===== config.mk =====
export PLATFORM = sky130hd
export DESIGN_NAME = rmq_sqrt_cell
export DESIGN_NICKNAME = d
export VERILOG_FILES = /design/src/rtl/rmq_pkg.sv /design/src/rtl/rmq_sqrt_cell.sv
export SDC_FILE = /design/constraint.sdc
export NUM_CORES = 1
export LEC_CHECK = 0
export BUFFER_PORTS_ARGS = -buffer_cell sky130_fd_sc_hd__buf_2
export CORE_MARGIN = 4
export CORE_UTILIZATION = 49
export DETAILED_ROUTE_END_ITERATION = 8
export GPL_ROUTABILITY_DRIVEN = 1
export GPL_TIMING_DRIVEN = 0
export HOLD_SLACK_MARGIN = 0.15
export PLACE_DENSITY = 0.92
export SYNTH_ARGS = -nofsm -noshare
export SYNTH_HDL_FRONTEND = slang
export SYNTH_SLANG_ARGS = --single-unit

===== constraint.sdc =====
create_clock -name clk -period 4.6 [get_ports clk]
set_input_delay 0.46 -clock clk [delete_from_list [all_inputs] [get_ports clk]]
set_output_delay 0.46 -clock clk [all_outputs]
set_load 0.1 [all_outputs]

===== src/rtl/rmq_pkg.sv =====
// rmq_pkg: shared constants and types for the rotation matrix to quaternion block
// used by rmq_sqrt_cell, rmq_div_cell and rotation_matrix_to_quaternion
package rmq_pkg;

  localparam int FRAC_BITS = 14;
  localparam int ELEM_W    = 16;
  localparam int ARG_W     = 17;                     // clamped square-root argument
  localparam int RAD_W     = 2 * ((ARG_W + FRAC_BITS + 1) / 2);
  localparam int SQ_STEPS  = RAD_W / 2;              // one root bit per cell
  localparam int ROOT_W    = SQ_STEPS;
  localparam int REM_W     = ROOT_W + 4;
  localparam int PIV_W     = ROOT_W - 1;
  localparam int MAG_W     = ELEM_W + 1;
  localparam int DIVS_W    = PIV_W + 2;              // divisor is four times the pivot
  localparam int DVD_W     = MAG_W + FRAC_BITS;
  localparam int DV_STEPS  = DVD_W;                  // one quotient bit per cell
  localparam int LANES     = 3;
  localparam logic [DVD_W-1:0] ONE = DVD_W'(1) << FRAC_BITS;

  typedef enum logic [1:0] {
    PC_TRACE = 2'd0,
    PC_X     = 2'd1,
    PC_Y     = 2'd2,
    PC_Z     = 2'd3
  } pivot_t;

  // side data riding along the square-root cells
  typedef struct packed {
    logic                        valid;
    pivot_t                      pc;
    logic [LANES-1:0][MAG_W-1:0] mag;
    logic [LANES-1:0]            neg;
  } sq_side_t;

  // side data riding along the divider cells
  typedef struct packed {
    logic             valid;
    pivot_t           pc;
    logic             bad;
    logic [PIV_W-1:0] piv;
    logic [LANES-1:0] neg;
  } dv_side_t;

endpackage


===== src/rtl/rmq_sqrt_cell.sv =====
// rmq_sqrt_cell: one step of the restoring integer square root, one root bit per word
// depends on rmq_pkg
module rmq_sqrt_cell (
  input  logic                          clk,
  input  logic                          rst,
  input  logic                          en,
  input  logic [rmq_pkg::REM_W-1:0]     rem_in,
  input  logic [rmq_pkg::ROOT_W-1:0]    root_in,
  input  logic [rmq_pkg::RAD_W-1:0]     rad_in,
  input  rmq_pkg::sq_side_t             side_in,
  output logic [rmq_pkg::REM_W-1:0]     rem,
  output logic [rmq_pkg::ROOT_W-1:0]    root,
  output logic [rmq_pkg::RAD_W-1:0]     rad,
  output rmq_pkg::sq_side_t             side
);

  logic [rmq_pkg::REM_W-1:0]  rem_sh;
  logic [rmq_pkg::REM_W-1:0]  trial;
  logic [rmq_pkg::REM_W-1:0]  rem_next;
  logic [rmq_pkg::ROOT_W-1:0] root_next;

  always_comb begin
    rem_sh = {rem_in[rmq_pkg::REM_W-3:0], rad_in[rmq_pkg::RAD_W-1 -: 2]};
    trial  = {2'b00, root_in, 2'b01};
    if (rem_sh >= trial) begin
      rem_next  = rem_sh - trial;
      root_next = {root_in[rmq_pkg::ROOT_W-2:0], 1'b1};
    end else begin
      rem_next  = rem_sh;
      root_next = {root_in[rmq_pkg::ROOT_W-2:0], 1'b0};
    end
  end

  always_ff @(posedge clk) begin
    if (en) begin
      rem        <= rem_next;
      root       <= root_next;
      rad        <= {rad_in[rmq_pkg::RAD_W-3:0], 2'b00};
      side.pc    <= side_in.pc;
      side.mag   <= side_in.mag;
      side.neg   <= side_in.neg;
    end
    if (rst) begin
      side.valid <= 1'b0;
    end else if (en) begin
      side.valid <= side_in.valid;
    end
  end

endmodule


==> impl_results.md <==
- Mux contribution to synthesized area: less than 1%
- Simple-Gate Fraction of Synth Area: 5.94%
- Initial Util: 50.4%
- Ys Warns: 0
- Finished Layout Cells: 838
- DR vias: 4723
- Post-synthesis cell type count: 46
- Clock-pin slew on the worst setup and hold paths: roughly 0.07 ns
- Post-synth ARST share: 0%
- H-tree depth: 4
- Fraction of layout cells with a size suffix above 1: 42.0%
- Final wirelength: 21100 um
- IO buf count: 248
- Largest net degree at the start of global routing: 66
- Cell Int Power: 0.00247 W
- Max-cap viol count: 0
- Vias per inst: around 5.6
- Clock root buffer: clkbuf_8
- Synth top area share: approximately three quarters
- Status: finished, final reports clean
- DRT Pass-1 Iters: 6
- Die Height: 108 um
- Clock power share: 35.6%
- Synth top area cells: edfxtp_1 74%, ha_1 4.6%, nand2_1 2.3%, o21ai_0 2.0%, inv_1 1.6%
- Final Max Tran Viols: 0
- Finish-stage setup viols: 0
- Vias in the first global route: ~4.8k
- Sw Pwr: ~0.0016 W
- Fmax: slightly above 300 MHz
- Worst hold path class: in2reg
- Worst-Skew Late Latency: 0.52 ns
- Post-DP HPWL: 10500 um
- CP arrival: roughly 3.6 ns
- Core area: a little under 0.01 mm2
- Critical Path Fanout Max: 10
- CP Launch Type: primary input
- Largest family of logic cells by synthesized area: compound AO/OA/AOI/OAI gates
- Die Area: 0.0118 mm2
- Final Power: 0.00405 W
- Die W: 108 um
- Top-count cell post-synth: edfxtp_1
- Initial antenna violation count: 4
- Clock skew: 0 ns
- Clock buffer count from CTS: 17
- CTS Sinks: 123
- Post-CTS setup buffer count: 0
- CP Capture Type: register
- Tcrit/Tclk final: 71.9%
- First-pass GRT wire length: 29500 um
- Setup TNS: 0 ns
- Pleak: about 3.5 nW
- Maximum vdd ir drop: between 0.2 and 0.3 mV
- Slew HR: 43.9%
- Synth Flop Type: edfxtp_1
- CTS tree: done
- Measured slew at the worst slew-check pin: between 0.8 and 0.9 ns
- #FFs+latches synth: 123
- Crit path time final: about 3.3 ns
- Sequential power share: 34.5%
- Detail Route Antenna Nets: 0
- # hold bufs at CTS: 100
- Syn avg cell area: around 15 um2
- Net Sw Frac: approximately 39%
- DRC violations left: 0
- Cell taking the most area after synthesis: edfxtp_1
- Clk buf depth: 2
- Io pins: around 250
- Mapped Area: a little under 0.005 mm2
- Synth Area in Compound Gates: 8.96%
- CP Class: in2reg
- Post-synth top cells: 122 x edfxtp_1, 30 x nand2_1, 21 x inv_1
- Sequential share of the synthesized area: approximately 74%
- Post-detailed-route wirelength per cell: 25.1 um
- Total track usage: 35.2%
- Comb pwr share: between 30% and 40%
- NumNets Final: 835
- Global route overflow: 0
- XOR/XNOR share of the synthesized area: about 2.7%
- Layout area overhead: 61.8%
- Drt first-iter violations: 584
- Post-synth EDFFs: between 100 and 150
- Num rows: 36
- Mapped Cells: 320
- Post-synthesis adder-cell area fraction: 4.55%
- RSZ-0062 raised after global routing: no
- Resize count post-CTS: 0
- Worst Path Required: 4.93 ns
- Power Density: 506 mW/mm2
- Hold Vio Cnt, Final: 0
- RePlAce Congestion: 0.926
- Placed cell count: 703
-- logic make-up after synthesis --
| group | after synthesis |
|---|---|
| simple gates | 60 |
| flops | 123 |
| buf+inv | 32 |
| compound gates | 68 |
| mux | 3 |
| xor+xnor | 15 |
| fa+ha+maj | 18 |
| other cells | 1 |
-- power by group through the flow --
stage | registers (W) | logic, W | clock network [W]
after floorplan | 0.00214 | 0.000145 | 0
after global placement | 0.00140 | 0.00108 | 0
after detailed placement | 0.00140 | 0.00110 | 0
after CTS | 0.00138 | 0.00117 | 0.00138
after global routing | 0.00140 | 0.00124 | 0.00150
final | 0.00140 | 0.00121 | 0.00144
-- registers in the layout, indices dropped and copies added, names as in the netlist --
name	cells
side	57
rem	20
rad	30
root	16
-- final cells by class --
type	count	area, um2
inverter	21	78.8
fill	491	1820
antenna	3	7.51
clock inverter	15	194
sequential	123	3680
tap	133	166
clock buffer	17	414
buffer	11	55.1
multi-input combinational	166	1130
timing repair buffer	349	2270
-- critical path, cell delays in order --
cell and delay, ns:
dlygate4sd3_1 0.53, buf_2 0.13, inv_1 0.06, ha_1 0.38
a21oi_1 0.19, nand2_1 0.07, o21ai_0 0.66, o311a_4 0.30
buf_2 0.24, buf_2 0.32, nand2_1 0.13, o21ai_0 0.15
-- final timing paths --
kind	start	end	slack (ns)	cells past startpoint
max reg2reg	side[56]	side[56]	3.92	2
min	root_in[7]	root[8]	0.17	1
max	root_in[5]	rem[15]	1.29	12
min reg2reg	side[56]	side[56]	0.61	2
-- stage by stage --
stage | setup slack [ns] | hold slack (ns) | area, um2 | util [%]
after floorplan | 1.98 | 0.532 | 4950 | -
after global placement | 1.53 | 0.471 | 6360 | 64.7
after detailed placement | 1.48 | 0.504 | 6390 | 65.0
after CTS | 1.47 | 0.151 | 8000 | 81.4
after global routing | 1.21 | 0.154 | 8000 | 81.5
final | 1.29 | 0.174 | 8000 | 81.5
-- cell usage in the layout (no fill, tap or decap), types with 3 or more instances in the layout --
cell	count
nand2b_1	3
buf_4	3
xnor2_1	9
buf_2	251
edfxtp_1	122
dlygate4sd3_1	100
a31oi_1	4
bufinv_16	4
diode_2	3
nor3_1	3
nor4_1	3
clkbuf_1	4
nand4_1	3
clkinvlp_4	4
clkbuf_16	16
o21ai_0	20
nand2_1	30
o21ai_1	3
nor2_1	7
a211oi_1	3
inv_1	21
a21oi_1	15
nand3_1	3
xor2_1	6
inv_6	3
ha_1	18
a21o_1	4
-- routing by layer --
| metal | vias up | GRT usage [%] | routed length [um] |
|---|---|---|---|
| met1 | 2179 | 38.1 | 6950 |
| met5 | - | 0 | 13 |
| met3 | 116 | 13.6 | 2580 |
| met2 | 472 | 57.2 | 10300 |
| met4 | 2 | 23.5 | 1260 |
| li1 | 1954 | - | - |
(Power assumes the default switching activity.)
