$ cat src/rtl/rmq_pkg.sv
// rmq_pkg: shared constants and types for the rotation matrix to quaternion block
// used by rmq_sqrt_cell, rmq_div_cell and rotation_matrix_to_quaternion
package rmq_pkg;

  localparam int FRAC_BITS = 14;
  localparam int ELEM_W    = 16;
  localparam int ARG_W     = 17;                     // clamped square-root argument
  localparam int RAD_W     = 2 * ((ARG_W + FRAC_BITS + 1) / 2);
  localparam int SQ_STEPS  = RAD_W / 2;              // one root bit per cell
  localparam int ROOT_W    = SQ_STEPS;
  localparam int REM_W     = ROOT_W + 4;
  localparam int PIV_W     = ROOT_W - 1;
  localparam int MAG_W     = ELEM_W + 1;
  localparam int DIVS_W    = PIV_W + 2;              // divisor is four times the pivot
  localparam int DVD_W     = MAG_W + FRAC_BITS;
  localparam int DV_STEPS  = DVD_W;                  // one quotient bit per cell
  localparam int LANES     = 3;
  localparam logic [DVD_W-1:0] ONE = DVD_W'(1) << FRAC_BITS;

  typedef enum logic [1:0] {
    PC_TRACE = 2'd0,
    PC_X     = 2'd1,
    PC_Y     = 2'd2,
    PC_Z     = 2'd3
  } pivot_t;

  // side data riding along the square-root cells
  typedef struct packed {
    logic                        valid;
    pivot_t                      pc;
    logic [LANES-1:0][MAG_W-1:0] mag;
    logic [LANES-1:0]            neg;
  } sq_side_t;

  // side data riding along the divider cells
  typedef struct packed {
    logic             valid;
    pivot_t           pc;
    logic             bad;
    logic [PIV_W-1:0] piv;
    logic [LANES-1:0] neg;
  } dv_side_t;

endpackage

$ cat src/rtl/rmq_div_cell.sv
// rmq_div_cell: one restoring division step for three lanes sharing one divisor
// depends on rmq_pkg
module rmq_div_cell (
  input  logic                                        clk,
  input  logic                                        rst,
  input  logic                                        en,
  input  logic [rmq_pkg::LANES-1:0][rmq_pkg::DIVS_W-1:0] rem_in,
  input  logic [rmq_pkg::LANES-1:0][rmq_pkg::DVD_W-1:0]  dvd_in,
  input  logic [rmq_pkg::LANES-1:0][rmq_pkg::DVD_W-1:0]  quo_in,
  input  rmq_pkg::dv_side_t                           side_in,
  output logic [rmq_pkg::LANES-1:0][rmq_pkg::DIVS_W-1:0] rem,
  output logic [rmq_pkg::LANES-1:0][rmq_pkg::DVD_W-1:0]  dvd,
  output logic [rmq_pkg::LANES-1:0][rmq_pkg::DVD_W-1:0]  quo,
  output rmq_pkg::dv_side_t                           side
);

  logic [rmq_pkg::DIVS_W:0]                           divisor;
  logic [rmq_pkg::LANES-1:0][rmq_pkg::DIVS_W:0]       rem_sh;
  logic [rmq_pkg::LANES-1:0][rmq_pkg::DIVS_W:0]       diff;
  logic [rmq_pkg::LANES-1:0][rmq_pkg::DIVS_W-1:0]     rem_next;
  logic [rmq_pkg::LANES-1:0]                          qbit;

  always_comb begin
    divisor = {1'b0, side_in.piv, 2'b00};
    for (int i = 0; i < rmq_pkg::LANES; i++) begin
      rem_sh[i] = {rem_in[i], dvd_in[i][rmq_pkg::DVD_W-1]};
      diff[i]   = rem_sh[i] - divisor;
      qbit[i]   = (rem_sh[i] >= divisor);
      rem_next[i] = qbit[i] ? diff[i][rmq_pkg::DIVS_W-1:0]
                            : rem_sh[i][rmq_pkg::DIVS_W-1:0];
    end
  end

  always_ff @(posedge clk) begin
    if (en) begin
      for (int i = 0; i < rmq_pkg::LANES; i++) begin
        rem[i] <= rem_next[i];
        dvd[i] <= {dvd_in[i][rmq_pkg::DVD_W-2:0], 1'b0};
        quo[i] <= {quo_in[i][rmq_pkg::DVD_W-2:0], qbit[i]};
      end
      side.pc  <= side_in.pc;
      side.bad <= side_in.bad;
      side.piv <= side_in.piv;
      side.neg <= side_in.neg;
    end
    if (rst) begin
      side.valid <= 1'b0;
    end else if (en) begin
      side.valid <= side_in.valid;
    end
  end

endmodule

$ cat config.mk
export PLATFORM = sky130hd
export DESIGN_NAME = rmq_div_cell
export DESIGN_NICKNAME = d
export VERILOG_FILES = /design/src/rtl/rmq_pkg.sv /design/src/rtl/rmq_div_cell.sv
export SDC_FILE = /design/constraint.sdc
export NUM_CORES = 1
export LEC_CHECK = 0
export BUFFER_PORTS_ARGS = -buffer_cell sky130_fd_sc_hd__buf_2
export CAP_MARGIN = 5
export CORE_AREA = 4 4 202 204
export DETAILED_ROUTE_END_ITERATION = 16
export DIE_AREA = 0 0 206 208
export GPL_TIMING_DRIVEN = 0
export SKIP_LAST_GASP = 1
export SYNTH_ARGS = -nofsm -noshare
export SYNTH_HDL_FRONTEND = slang
export SYNTH_SLANG_ARGS = --single-unit
$ cat constraint.sdc
create_clock -name clk -period 2.89 [get_ports clk]
set_clock_uncertainty 0.15 [all_clocks]
set_input_delay 0.4335 -clock clk [delete_from_list [all_inputs] [get_ports clk]]
set_output_delay 0.4335 -clock clk [all_outputs]
set_load 0.01 [all_outputs]
==> impl_metrics.csv <==
group,metric,value,unit
floorplanning,placementRows,73,
cells_and_area,fin_cells,1954,
placement,dpl-instance-area,14000,um2
global_route,overflow,0,
floorplanning,initial_utilization,27.3,%
cts,post_cts_buffers,0,
worst_setup_path,crit_fanout,10,
sta,min_period_over_period,96.6,%
sta,finalWorstSetupSlack,0.0969,ns
cells_and_area,multiInputGateArea,2880,um2
routing,avgRoutedWirePerCell,19.1,um
sta,period_needed,2.79,ns
routing,via_per_inst,4.34,
worst_setup_path,start_kind,"primary input",
cts,clk_pin_slew_worst_paths,0.06,ns
pwr,power.density,588,nW/um2
global_route,grt_pass1_wl,53300,um
hold_path,worstHoldPathType,"primary input to flip-flop",
cells_and_area,utilization,43.5,%
yosys,synth_ff_type,"edfxtp_1",
sta,tightest_slew,0.634,ns
yosys,netlist_area,10700,um2
sta,slew_headroom,57.8,%
floorplanning,ios,521,
cells_and_area,final_common_cell,"buf_2",
cts,clockBufferDepth,3,
sta,setup_viol,0,
run_status,status,"complete, no violations",
routing,drcViolationCount,0,
routing,vias,8487,
pwr,p_total,10.0,mW
placement,dp_hpwl,27400,um
yosys,yosysSeqAreaShare,71.5,%
yosys,synthCells,644,
placement,dp.cells,1687,
yosys,ys_async_sr_fraction,0,%
cells_and_area,fin_area,17100,um2
floorplanning,die_y,208,um
cells_and_area,nets,1711,
worst_setup_path,setup.worst_path.class,"primary input to flip-flop",
worst_setup_path,cp-end-kind,"flip-flop",
cells_and_area,drive_above_1_share,44.6,%
cts,htree_levels,1,
placement,io_buffers,514,
floorplanning,chipWidth,206,um
routing,drtIter0Drc,372,
cts,cts.repair.resized,0,
sta,fmax,358,MHz
floorplanning,fp.dieArea,42800,um2
yosys,synth_area_per_cell,16.7,um2
yosys,synth_edf_count,255,
cts,clkLatencyLatePin,0.54,ns
global_route,grt_max_degree,121,
global_route,grt_antenna_before_repair,10,
flow_run,cap_viol_max_count,0,
routing,drtPass1Iterations,4,
routing,antenna_left,0,
yosys,synth-seq-cells,256,
pwr,peakVddDrop,0.000572,V
floorplanning,fp.coreArea,39300,um2
routing,route.final.wire_length,37400,um
cells_and_area,syn_to_final_growth,58.9,%
sta,drv_slew,0,
cts,cts_tree,"built",
worst_setup_path,arrival,2.94,ns
placement,place.gp.congestion,0.826,
cts,cts_sinks,256,
yosys,ys_types,66,
global_route,grt_pass1_vias,8802,
global_route,grt.total_usage,16.3,%
placement,post-place-ws,-0.431,ns
cts,root_buffer,"clkbuf_16",
cts,cts_buffers,28,
worst_setup_path,regToRegSetupSlack,1.60,ns
cells_and_area,fillers,3528,
cells_and_area,regArea,7680,um2
sta,final-hold-violation-count,0,
pwr,p_leak,7.28,nW
yosys,yosys_warnings,0,
worst_setup_path,cp_data_required_time,3.03,ns
cells_and_area,layout_common_cells,"buf_2 (518), edfxtp_1 (255), dlygate4sd3_1 (209), ha_1 (45)",
sta,rsz0062_at_grt,"false",
-- cell families (layout without fill, tap and decap cells) --
| logic type | after synthesis | count (layout) | share of synthesized area [%] |
|---|---|---|---|
| AO/OA/AOI/OAI | 119 | 119 | 7.69 |
| XOR/XNOR | 30 | 30 | 2.45 |
| multiplexers | 44 | 44 | 5.37 |
| flip-flops | 256 | 256 | 71.5 |
| other | 1 | 9 | 0.0349 |
| adder cells (fa/ha/maj) | 48 | 48 | 5.80 |
| AND/OR/NAND/NOR | 110 | 110 | 5.36 |
| buffers and inverters | 36 | 813 | 1.82 |
-- area by class of cell --
type / count / area share (%)
diodes: 6 / 0.0880
well taps: 525 / 3.85
clock buffers: 35 / 4.38
plain buffers: 12 / 0.616
multi-input cells: 354 / 16.9
clock inverters: 17 / 0.997
repair buffers: 725 / 27.7
inverters: 24 / 0.528
flip-flops and latches: 256 / 45.0
-- stage by stage --
stage	hold WS, ns	setup TNS, ns
finish	0.0578	0
global route	0.0390	0
CTS	0.0156	0
detailed placement	0.333	-11.91
global placement	0.325	-614.66
floorplan	0.356	0
-- worst paths after layout --
path / start / to / depth (start not counted)
worst min-delay path: rem_in[38] / rem[39]$_DFFE_PP_ / 2
worst min register to register: side[21]$_SDFFE_PP0P_ / side[21]$_SDFFE_PP0P_ / 3
worst max register to register: side[21]$_SDFFE_PP0P_ / side[21]$_SDFFE_PP0P_ / 3
worst max-delay path: side_in[17] / rem[42]$_DFFE_PP_ / 9
-- synthesized netlist by cell type (5+ instances only) --
library cell	n	area, um2
a211oi_1	8	60.1
nand3_1	9	45.0
o21ai_0	22	110
nor3_1	14	70.1
mux2_4	23	345
nor2b_1	5	31.3
mux2_2	17	191
nor2_1	30	113
o21ai_1	7	35.0
o21a_1	11	82.6
xor2_1	13	114
xnor2_1	17	149
buf_2	5	25.0
inv_1	24	90.1
a21oi_1	30	150
ha_1	45	563
a21o_1	9	67.6
edfxtp_1	255	7660
nand2_1	21	78.8
-- layer usage --
| layer | global-route usage, % | share of wire, % | vias to the layer above |
|---|---|---|---|
| li1 | - | - | 4011 |
| met1 | 18.2 | 37 | 4047 |
| met2 | 29.5 | 51 | 355 |
| met3 | 4.38 | 8.2 | 70 |
| met4 | 5.78 | 3.3 | 4 |
| met5 | 0 | 0.056 | - |
-- report_power, final --
part	switching [mW]	internal, mW
clock	1.47	2.10
sequential	0.0875	4.49
combinational	0.967	0.921
total	2.52	7.52
-- state kept, by name (all words and copies together) (netlist names) --
| name | cells |
|---|---|
| dvd | 90 |
| quo | 93 |
| rem | 51 |
| side | 22 |
-- worst max-delay path, cell delays in order --
cell	delay, ns
dlygate4sd3_1	0.53
buf_2	0.13
inv_1	0.23
ha_1	0.31
nand2b_1	0.12
nor3_1	0.11
a221oi_4	0.51
buf_8	0.24
mux2_4	0.32
-- what timing repair did --
action                                  in CTS  in global routing
hold buffers                               209                  0
hold endpoints to repair                   208                  0
endpoints found under the setup margin       0                  0
No activity file was read; power rests on OpenSTA's default activity.
